<file path="config.mk">
export PLATFORM = sky130hd
export DESIGN_NAME = sm3_hash_core_flat
export DESIGN_NICKNAME = d
export VERILOG_FILES = /design/src/sv/sm3_pkg.sv /design/src/sv/sm3_stream_if.sv /design/src/sv/sm3_round.sv /design/src/sv/sm3_hash_core.sv /design/src/flat_wrapper.sv
export VERILOG_INCLUDE_DIRS = /design/src /design/src/sv
export SDC_FILE = /design/constraint.sdc
export NUM_CORES = 2
export LEC_CHECK = 0
export BUFFER_PORTS_ARGS = -buffer_cell sky130_fd_sc_hd__buf_2
export CORE_ASPECT_RATIO = 1.5
export CORE_UTILIZATION = 30
export CTS_CLUSTER_DIAMETER = 50
export DETAILED_ROUTE_END_ITERATION = 8
export PLACE_DENSITY = 0.48
export SYNTH_ARGS = -nofsm -noshare
export SYNTH_HDL_FRONTEND = slang
export SYNTH_SLANG_ARGS = --single-unit
</file>
<file path="constraint.sdc">
create_clock -name i_clk -period 32.2 [get_ports i_clk]
set_input_delay 3.22 -clock i_clk [delete_from_list [all_inputs] [get_ports i_clk]]
set_output_delay 3.22 -clock i_clk [all_outputs]
set_load 0.02 [all_outputs]
</file>
<file path="src/sv/assert_macros.svh">
// assertion helpers
`ifndef ASSERT_MACROS_SVH
`define ASSERT_MACROS_SVH

`define ASSERT_IMPL(label, clk, rst_n, ante, cons) \
    label: assert property (@(posedge clk) disable iff (!rst_n) (ante) |-> (cons)) \
        else $error("assertion failed");

`define ASSERT_NEXT(label, clk, rst_n, ante, cons) \
    label: assert property (@(posedge clk) disable iff (!rst_n) (ante) |=> (cons)) \
        else $error("assertion failed");

`endif

</file>
<file path="src/sv/sm3_pkg.sv">
package sm3_pkg;

    typedef logic [31:0] t_word;

    localparam t_word T_LOW  = 32'h79cc4519;
    localparam t_word T_HIGH = 32'h7a879d8a;
    localparam logic [7:0] PAD_BYTE = 8'h80;

    localparam t_word IV [8] = '{
        32'h7380166f, 32'h4914b2b9, 32'h172442d7, 32'hda8a0600,
        32'ha96f30bc, 32'h163138aa, 32'he38dee4d, 32'hb0fb0e4e
    };

    typedef struct packed {
        logic  start;
        logic  done;
        logic  busy;
    } t_rnd_ctl;

    function automatic t_word rotl(input t_word x, input logic [4:0] n);
        logic [63:0] d;
        d = {x, x} << n;
        return d[63:32];
    endfunction

    function automatic t_word perm0(input t_word x);
        return x ^ rotl(x, 5'd9) ^ rotl(x, 5'd17);
    endfunction

    function automatic t_word perm1(input t_word x);
        return x ^ rotl(x, 5'd15) ^ rotl(x, 5'd23);
    endfunction

endpackage

</file>
<file path="src/sv/sm3_stream_if.sv">
interface sm3_stream_if #(
    parameter int W = 36
);
    logic         valid;
    logic         ready;
    logic [W-1:0] data;

    modport source (output valid, output data, input ready);
    modport sink (input valid, input data, output ready);
endinterface

</file>
<file path="src/sv/sm3_round.sv">
// one compression round per cycle, rolling 16-word expansion window
module sm3_round (
    input  logic                    i_clk,
    input  logic                    i_rst_n,
    input  logic                    i_start,
    input  sm3_pkg::t_word          i_blk [16],
    input  sm3_pkg::t_word          i_cv [8],
    output sm3_pkg::t_word          o_cv [8],
    output logic                    o_done,
    output logic                    o_busy
);
    sm3_pkg::t_word r_w [16];
    sm3_pkg::t_word r_v [8];
    logic [6:0]     r_cnt;
    logic           r_busy;
    logic           r_done;

    sm3_pkg::t_word a12, ss1, ss2, ff, gg, tt1, tt2, tj, wn;
    logic           lo;

    always_comb begin
        lo  = (r_cnt < 7'd16);
        tj  = sm3_pkg::rotl(lo ? sm3_pkg::T_LOW : sm3_pkg::T_HIGH, r_cnt[4:0]);
        a12 = sm3_pkg::rotl(r_v[0], 5'd12);
        ss1 = sm3_pkg::rotl(a12 + r_v[4] + tj, 5'd7);
        ss2 = ss1 ^ a12;
        if (lo) begin
            ff = r_v[0] ^ r_v[1] ^ r_v[2];
            gg = r_v[4] ^ r_v[5] ^ r_v[6];
        end else begin
            ff = (r_v[0] & r_v[1]) | (r_v[0] & r_v[2]) | (r_v[1] & r_v[2]);
            gg = (r_v[4] & r_v[5]) | (~r_v[4] & r_v[6]);
        end
        tt1 = ff + r_v[3] + ss2 + (r_w[0] ^ r_w[4]);
        tt2 = gg + r_v[7] + ss1 + r_w[0];
        wn  = sm3_pkg::perm1(r_w[0] ^ r_w[7] ^ sm3_pkg::rotl(r_w[13], 5'd15))
              ^ sm3_pkg::rotl(r_w[3], 5'd7) ^ r_w[10];
    end

    always_ff @(posedge i_clk) begin
        r_done <= 1'b0;
        if (!i_rst_n) begin
            r_busy <= 1'b0;
            r_cnt  <= '0;
        end else if (i_start && !r_busy) begin
            r_busy <= 1'b1;
            r_cnt  <= '0;
            r_w    <= i_blk;
            r_v    <= i_cv;
        end else if (r_busy) begin
            for (int k = 0; k < 15; k++) r_w[k] <= r_w[k+1];
            r_w[15] <= wn;
            r_v[0] <= tt1;
            r_v[1] <= r_v[0];
            r_v[2] <= sm3_pkg::rotl(r_v[1], 5'd9);
            r_v[3] <= r_v[2];
            r_v[4] <= sm3_pkg::perm0(tt2);
            r_v[5] <= r_v[4];
            r_v[6] <= sm3_pkg::rotl(r_v[5], 5'd19);
            r_v[7] <= r_v[6];
            r_cnt  <= r_cnt + 7'd1;
            if (r_cnt == 7'd63) begin
                r_busy <= 1'b0;
                r_done <= 1'b1;
            end
        end
    end

    always_comb for (int k = 0; k < 8; k++) o_cv[k] = r_v[k] ^ i_cv[k];
    assign o_done = r_done;
    assign o_busy = r_busy;

`include "assert_macros.svh"
    `ASSERT_IMPL(a_cnt_idle, i_clk, i_rst_n, !r_busy, r_cnt == 7'd0 || r_cnt == 7'd64)
    `ASSERT_NEXT(a_done_end, i_clk, i_rst_n, r_busy && r_cnt == 7'd63, r_done && !r_busy)
    `ASSERT_IMPL(a_no_overlap, i_clk, i_rst_n, r_done, !r_busy)
endmodule

</file>
<file path="src/sv/sm3_hash_core.sv">
// SM3 hash engine. Input items carry up to four message bytes (first byte in
// item bits 35..28) with a byte count; the item marked last pads the
// message and yields eight digest items, word 0 first. Each item passes
// through these steps: accept, a merge step for each valid byte, and a
// final check. Every completed 64-byte block is compressed in the shared
// round unit (one round per cycle over 64 rounds plus load and fold). A
// last item adds a padding step, a length step, one or two such blocks
// and eight output items, delivered as the receiver takes them. The engine
// takes no new item while a block compresses or the digest is delivered.
module sm3_hash_core (
    input  logic        i_clk,
    input  logic        i_rst_n,
    sm3_stream_if.sink   in_if,
    sm3_stream_if.source out_if
);
    typedef enum logic [2:0] {S_IDLE, S_BYTE, S_CMP, S_WAIT, S_LEN, S_OUT} t_state;

    t_state          r_st;
    sm3_pkg::t_word  r_blk [16];
    sm3_pkg::t_word  r_cv [8];
    logic [5:0]      r_fill;
    logic [63:0]     r_len;
    sm3_pkg::t_word  r_word;
    logic [2:0]      r_cnt;
    logic            r_last;
    logic            r_pad;
    logic            r_fin;
    logic [2:0]      r_oi;
    logic            r_start;

    sm3_pkg::t_word  cv_new [8];
    logic            rdone, rbusy;
    logic [2:0]      cnt_in;
    logic [7:0]      byte_v;

    sm3_round u_round (
        .i_clk(i_clk), .i_rst_n(i_rst_n), .i_start(r_start), .i_blk(r_blk),
        .i_cv(r_cv), .o_cv(cv_new), .o_done(rdone), .o_busy(rbusy)
    );

    assign cnt_in = (in_if.data[3:1] > 3'd4) ? 3'd4 : in_if.data[3:1];
    assign byte_v = r_word[31:24];
    assign in_if.ready  = (r_st == S_IDLE);
    assign out_if.valid = (r_st == S_OUT);
    assign out_if.data  = {r_cv[r_oi], r_oi, r_oi == 3'd7};

    always_ff @(posedge i_clk) begin
        r_start <= 1'b0;
        if (!i_rst_n) begin
            r_st   <= S_IDLE;
            r_cv   <= sm3_pkg::IV;
            r_fill <= '0;
            r_len  <= '0;
            r_oi   <= '0;
        end else begin
            unique case (r_st)
                S_IDLE: if (in_if.valid) begin
                    r_word <= in_if.data[35:4];
                    r_cnt  <= cnt_in;
                    r_last <= in_if.data[0];
                    r_pad  <= 1'b0;
                    r_len  <= r_len + {58'd0, cnt_in, 3'd0};
                    r_st   <= S_BYTE;
                end
                S_BYTE: begin
                    if (r_cnt != 3'd0 || (r_last && !r_pad)) begin
                        for (int b = 0; b < 4; b++)
                            if (r_fill[1:0] == 2'(b)) begin
                                r_blk[r_fill[5:2]][31-8*b -: 8] <=
                                    (r_cnt != 3'd0) ? byte_v : sm3_pkg::PAD_BYTE;
                                for (int z = b + 1; z < 4; z++)
                                    if (r_cnt == 3'd0) r_blk[r_fill[5:2]][31-8*z -: 8] <= 8'h00;
                            end
                        if (r_cnt != 3'd0) begin
                            r_word <= r_word << 8;
                            r_cnt  <= r_cnt - 3'd1;
                            r_fill <= r_fill + 6'd1;
                            if (r_fill == 6'd63) begin
                                r_start <= 1'b1;
                                r_fin   <= 1'b0;
                                r_st    <= S_CMP;
                            end
                        end else begin
                            r_pad <= 1'b1;
                            for (int q = 0; q < 16; q++)
                                if (4'(q) > r_fill[5:2]) r_blk[q] <= '0;
                            if (r_fill >= 6'd56) begin
                                r_start <= 1'b1;
                                r_fin   <= 1'b0;
                                r_st    <= S_CMP;
                            end else r_st <= S_LEN;
                        end
                    end else if (r_last) r_st <= S_LEN;
                    else r_st <= S_IDLE;
                end
                S_CMP: r_st <= S_WAIT;
                S_WAIT: if (rdone) begin
                    r_cv <= cv_new;
                    if (r_fin) begin
                        r_oi <= '0;
                        r_st <= S_OUT;
                    end else if (r_pad) begin
                        for (int q = 0; q < 16; q++) r_blk[q] <= '0;
                        r_st <= S_LEN;
                    end else r_st <= S_BYTE;
                end
                S_LEN: begin
                    r_blk[14] <= r_len[63:32];
                    r_blk[15] <= r_len[31:0];
                    r_start   <= 1'b1;
                    r_fin     <= 1'b1;
                    r_st      <= S_CMP;
                end
                S_OUT: if (out_if.ready) begin
                    r_oi <= r_oi + 3'd1;
                    if (r_oi == 3'd7) begin
                        r_cv   <= sm3_pkg::IV;
                        r_fill <= '0;
                        r_len  <= '0;
                        r_st   <= S_IDLE;
                    end
                end
                default: r_st <= S_IDLE;
            endcase
        end
    end

`include "assert_macros.svh"
    `ASSERT_IMPL(a_out_idle_round, i_clk, i_rst_n, out_if.valid, !rbusy)
    `ASSERT_IMPL(a_no_in_busy, i_clk, i_rst_n, rbusy, !in_if.ready)
    `ASSERT_NEXT(a_start_busy, i_clk, i_rst_n, r_start, rbusy)
endmodule
</file>
<file path="src/flat_wrapper.sv">
// flat-port wrapper written by rule: the top's interface ports become plain ports
module sm3_hash_core_flat 
  (i_clk, i_rst_n, in_if_valid, in_if_data, in_if_ready, out_if_valid, out_if_data, out_if_ready);
  sm3_stream_if in_if_i ();
  sm3_stream_if out_if_i ();
  input  logic i_clk;
  input  logic i_rst_n;
  input wire logic [$bits(in_if_i.valid)-1:0] in_if_valid;
  input wire logic [$bits(in_if_i.data)-1:0] in_if_data;
  output wire logic [$bits(in_if_i.ready)-1:0] in_if_ready;
  output wire logic [$bits(out_if_i.valid)-1:0] out_if_valid;
  output wire logic [$bits(out_if_i.data)-1:0] out_if_data;
  input wire logic [$bits(out_if_i.ready)-1:0] out_if_ready;
  assign in_if_i.valid = in_if_valid;
  assign in_if_i.data = in_if_data;
  assign in_if_ready = in_if_i.ready;
  assign out_if_valid = out_if_i.valid;
  assign out_if_data = out_if_i.data;
  assign out_if_i.ready = out_if_ready;
  sm3_hash_core u_core (.i_clk(i_clk), .i_rst_n(i_rst_n), .in_if(in_if_i), .out_if(out_if_i));
endmodule
</file>
==> results.json <==
{
  "hold_slack_ns": 0.490,
  "cts.sinks": 1657,
  "synth_cells": 8799,
  "synth-compound-area-share_pct": 10.1,
  "cts_tree": "yes",
  "cp-end-kind": "flip-flop",
  "start_util_pct": 30.2,
  "cts_root_buf": "clkbuf_16",
  "setup-violations-final": 0,
  "tns_ns": 0,
  "fin_crit_ns": 11.40,
  "final_net_count": 9025,
  "pre_cts_ws_ns": 20.80,
  "utilization_pct": 33.9,
  "syn_area_per_cell_sq_um": 9.88,
  "dieWidth_um": 442,
  "cts_hold_buf": 0,
  "yosysWarnings": 0,
  "power_density_mw_per_mm2": 50.8,
  "p_seq_share_pct": 48.0,
  "yosys-top-cells-area": "edfxtp_1 (46%), nand2_1 (11%), dfxtp_1 (7.8%)",
  "finalCritPeriodShare_pct": 35.4,
  "vias": 64900,
  "insertion_delay_ns": 0.89,
  "switching_share_pct": 24.4,
  "critPathArrivalTime_ns": 11.98,
  "leakagePower_nw": 37.5,
  "hp-class": "reg2reg",
  "grt_setup_unrepaired": "no",
  "ir_drop_mv": 0.0430,
  "pin_count": 78,
  "grtUsageTotal_pct": 22.5,
  "cts-resized-gates": 0,
  "syn_nets": 9142,
  "first_iter_violations": 5247,
  "synth_mux_area_share_pct": 3.04,
  "synth_seq_cells": 1657,
  "ant_nets": 0,
  "grt_pass1_wl_mm": 472,
  "cp_slowest_cell": "dfxtp_1",
  "synth_xor_area_share_pct": 6.23,
  "status": "finished, final reports clean",
  "h-tree-depth": 4,
  "yosys.area.top_type": "edfxtp_1",
  "setup.worst_path.start_class": "flip-flop",
  "dp_hpwl_mm": 238,
  "crit_required_ns": 32.78,
  "crit_type": "reg2reg",
  "slew_violations": 0,
  "clockBufferDepth": 4,
  "slowest_delay_ns": 0.82,
  "synthSimpleGateAreaFrac_pct": 18.2,
  "clock.fmax_mhz": 87.7,
  "grt_pass1_vias": 64100,
  "routabilityCongestion": 0.953,
  "drc": 0,
  "crit_fanout": 19,
  "worst_slack_ns": 20.80,
  "port-buffer-count": 77,
  "tightest_slew_ns": 1.32,
  "die-area_sq_mm": 0.292,
  "die_height_um": 661,
  "fin_worst_skew_ns": 0.100,
  "yosysUniqueCellTypes": 85,
  "slew_headroom_pct": 11.4,
  "synth_top_family_by_area": "simple AND/OR/NAND/NOR gates",
  "routed_wirelength_mm": 335,
  "yosysTopAreaCellShare_pct": 45.5,
  "cts_made_buffers": 196,
  "clk_pin_slew_ns": 0.06,
  "wl_per_cell_um": 26.5,
  "synthAdderAreaFrac_pct": 5.99,
  "grt_max_degree": 181,
  "antenna_found_initial": 11,
  "synth_ff_type": "edfxtp_1",
  "first_pass_iters": 5,
  "drive_above_1_share_pct": 7.70,
  "core_sq_mm": 0.288,
  "power_frac_comb_pct": 6.5,
  "ys_seq_area_share_pct": 53.3,
  "p_sw_mw": 1.21,
  "power.internal_mw": 3.75,
  "cap_violations": 0,
  "avgViaCountPerCell": 5.15,
  "grt_overflow": 0,
  "rows": 241,
  "clock_power_share_pct": 45.5,
  "ys_async_sr_fraction_pct": 0,
  "hold_violations": 0,
  "synth_edf_count": 1318,
  "syn2layout_area_growth_pct": 12.3,
  "cpMostUsedCell": "a21oi_1",
  "netlist_area_sq_mm": 0.0869,
  "post-cts-setup-buffer-count": 0
}
path summary, 6_finish.rpt:
| kind | from | end | depth (start not counted) | slack [ns] |
|---|---|---|---|---|
| max reg2reg | u_core.u_round.r_cnt[0]$_SDFFE_PP0P_ | u_core.u_round.a12[10]$_DFFE_PP_ | 36 | 20.80 |
| max | u_core.u_round.r_cnt[0]$_SDFFE_PP0P_ | u_core.u_round.a12[10]$_DFFE_PP_ | 36 | 20.80 |
| min reg2reg | u_core.r_len[32]$_SDFFE_PN0P_ | u_core.r_len[32]$_SDFFE_PN0P_ | 2 | 0.49 |
| min | u_core.r_len[32]$_SDFFE_PN0P_ | u_core.r_len[32]$_SDFFE_PN0P_ | 2 | 0.49 |
cells in the mapped netlist, types with 21 or more instances:
library cell and instances:
xor2_1 265, nor2_1 910, edfxtp_1 1318, and3_1 145
a22oi_1 386, xnor2_1 341, and2_1 71, nand3_1 36
nand2_1 2570, mux2i_1 57, o21ai_0 334, nand2b_1 27
a211o_1 21, o21bai_1 21, ha_1 114, o211ai_1 37
mux4_2 64, a21oi_1 399, nor2b_1 60, dfxtp_1 339
fa_1 189, nor3_1 38, a31oi_1 35, a21o_1 45
mux2_2 56, clkbuf_1 469, inv_1 206, buf_1 45
through the flow:
step / instance area [sq um] / power, mW / instances
after floorplan: 86900 / 2.64 / 8799
after global placement: 91300 / 2.74 / 12300
after detailed placement: 91300 / 2.75 / 12300
after CTS: 97600 / 5.00 / 12600
after global routing: 97600 / 5.11 / 12600
final: 97600 / 4.96 / 12600
power groups by stage:
stage	sequential (mW)	combinational, mW	clock [mW]
after floorplan	2.44	0.203	0
after global placement	2.42	0.322	0
after detailed placement	2.42	0.327	0
after CTS	2.38	0.327	2.30
after global routing	2.38	0.350	2.38
final	2.38	0.324	2.26
state kept, by name, indices dropped and copies added, names as in the netlist, 3 cells and up:
| register | cells |
|---|---|
| u_core.u_round.r_cnt | 7 |
| u_core.r_cv | 256 |
| u_core.r_len | 61 |
| u_core.u_round.r_w | 512 |
| u_core.u_round.r_v | 224 |
| u_core.r_fill | 6 |
| u_core.r_blk | 512 |
| u_core.u_round.a12 | 32 |
| u_core.r_st | 3 |
| u_core.r_oi | 3 |
| u_core.r_word | 32 |
| u_core.r_cnt | 3 |
cell usage in the layout, fill, tap and decap left out, types with 21 or more instances in the layout:
master     netlist  final
nor2_1         910    906
mux2i_1         57     57
buf_2            2     77
clkinv_1         1     26
and2_1          71     64
o211ai_1        37     37
nor2b_1         60     57
a211o_1         21     21
and3_1         145    145
o21ai_0        334    333
mux4_2          64     64
clkbuf_1       469     47
dfxtp_1        339    334
ha_1           114    111
a31oi_1         35     34
inv_1          206    206
a22oi_1        386    386
nand2_1       2570   2568
a21o_1          45     45
edfxtp_1      1318   1318
nand3_1         36     36
clkbuf_16        0    201
fa_1           189    189
buf_4            0    123
a21oi_1        399    397
nor3_1          38     34
xnor2_1        341    340
xor2_1         265    265
mux2_2          56     56
nand2b_1        27     24
worst max-delay path: cells and delay by family (launching register included):
kind / cells / cell delay (ns)
compound gates: 21 / 5.74
flops: 1 / 0.82
mux: 1 / 0.16
xor+xnor: 3 / 0.87
fa+ha+maj: 7 / 2.84
buf+inv: 2 / 0.47
simple gates: 2 / 0.17
final cells by class:
type	instances	area, sq um
Fill cell	29400	190000
Sequential cell	1657	46400
Multi-Input combinational cell	6415	38000
Clock buffer	263	5410
Tap cell	3766	4710
Timing Repair Buffer	203	1370
Clock inverter	89	905
Inverter	209	787
Antenna cell	6	15.0
metal layers:
layer	track usage [%]	share of wire, %	vias up	wire length, um
met5	0	0.0081	-	27
met4	17.1	8.9	4	29700
met3	2.53	4.1	644	13800
met2	39.6	50	1953	169000
met1	24.5	37	32500	122000
li1	-	-	29800	-
kinds of logic (layout without fill, tap and decap cells):
group	count (synthesis)	in the layout
adder cells (fa/ha/maj)	303	303
buffers and inverters	727	764
multiplexers	177	177
XOR/XNOR	611	611
flip-flops	1657	1657
AO/OA/AOI/OAI	1401	1401
other	0	6
AND/OR/NAND/NOR	3923	3923
(Power assumes the default switching activity.)
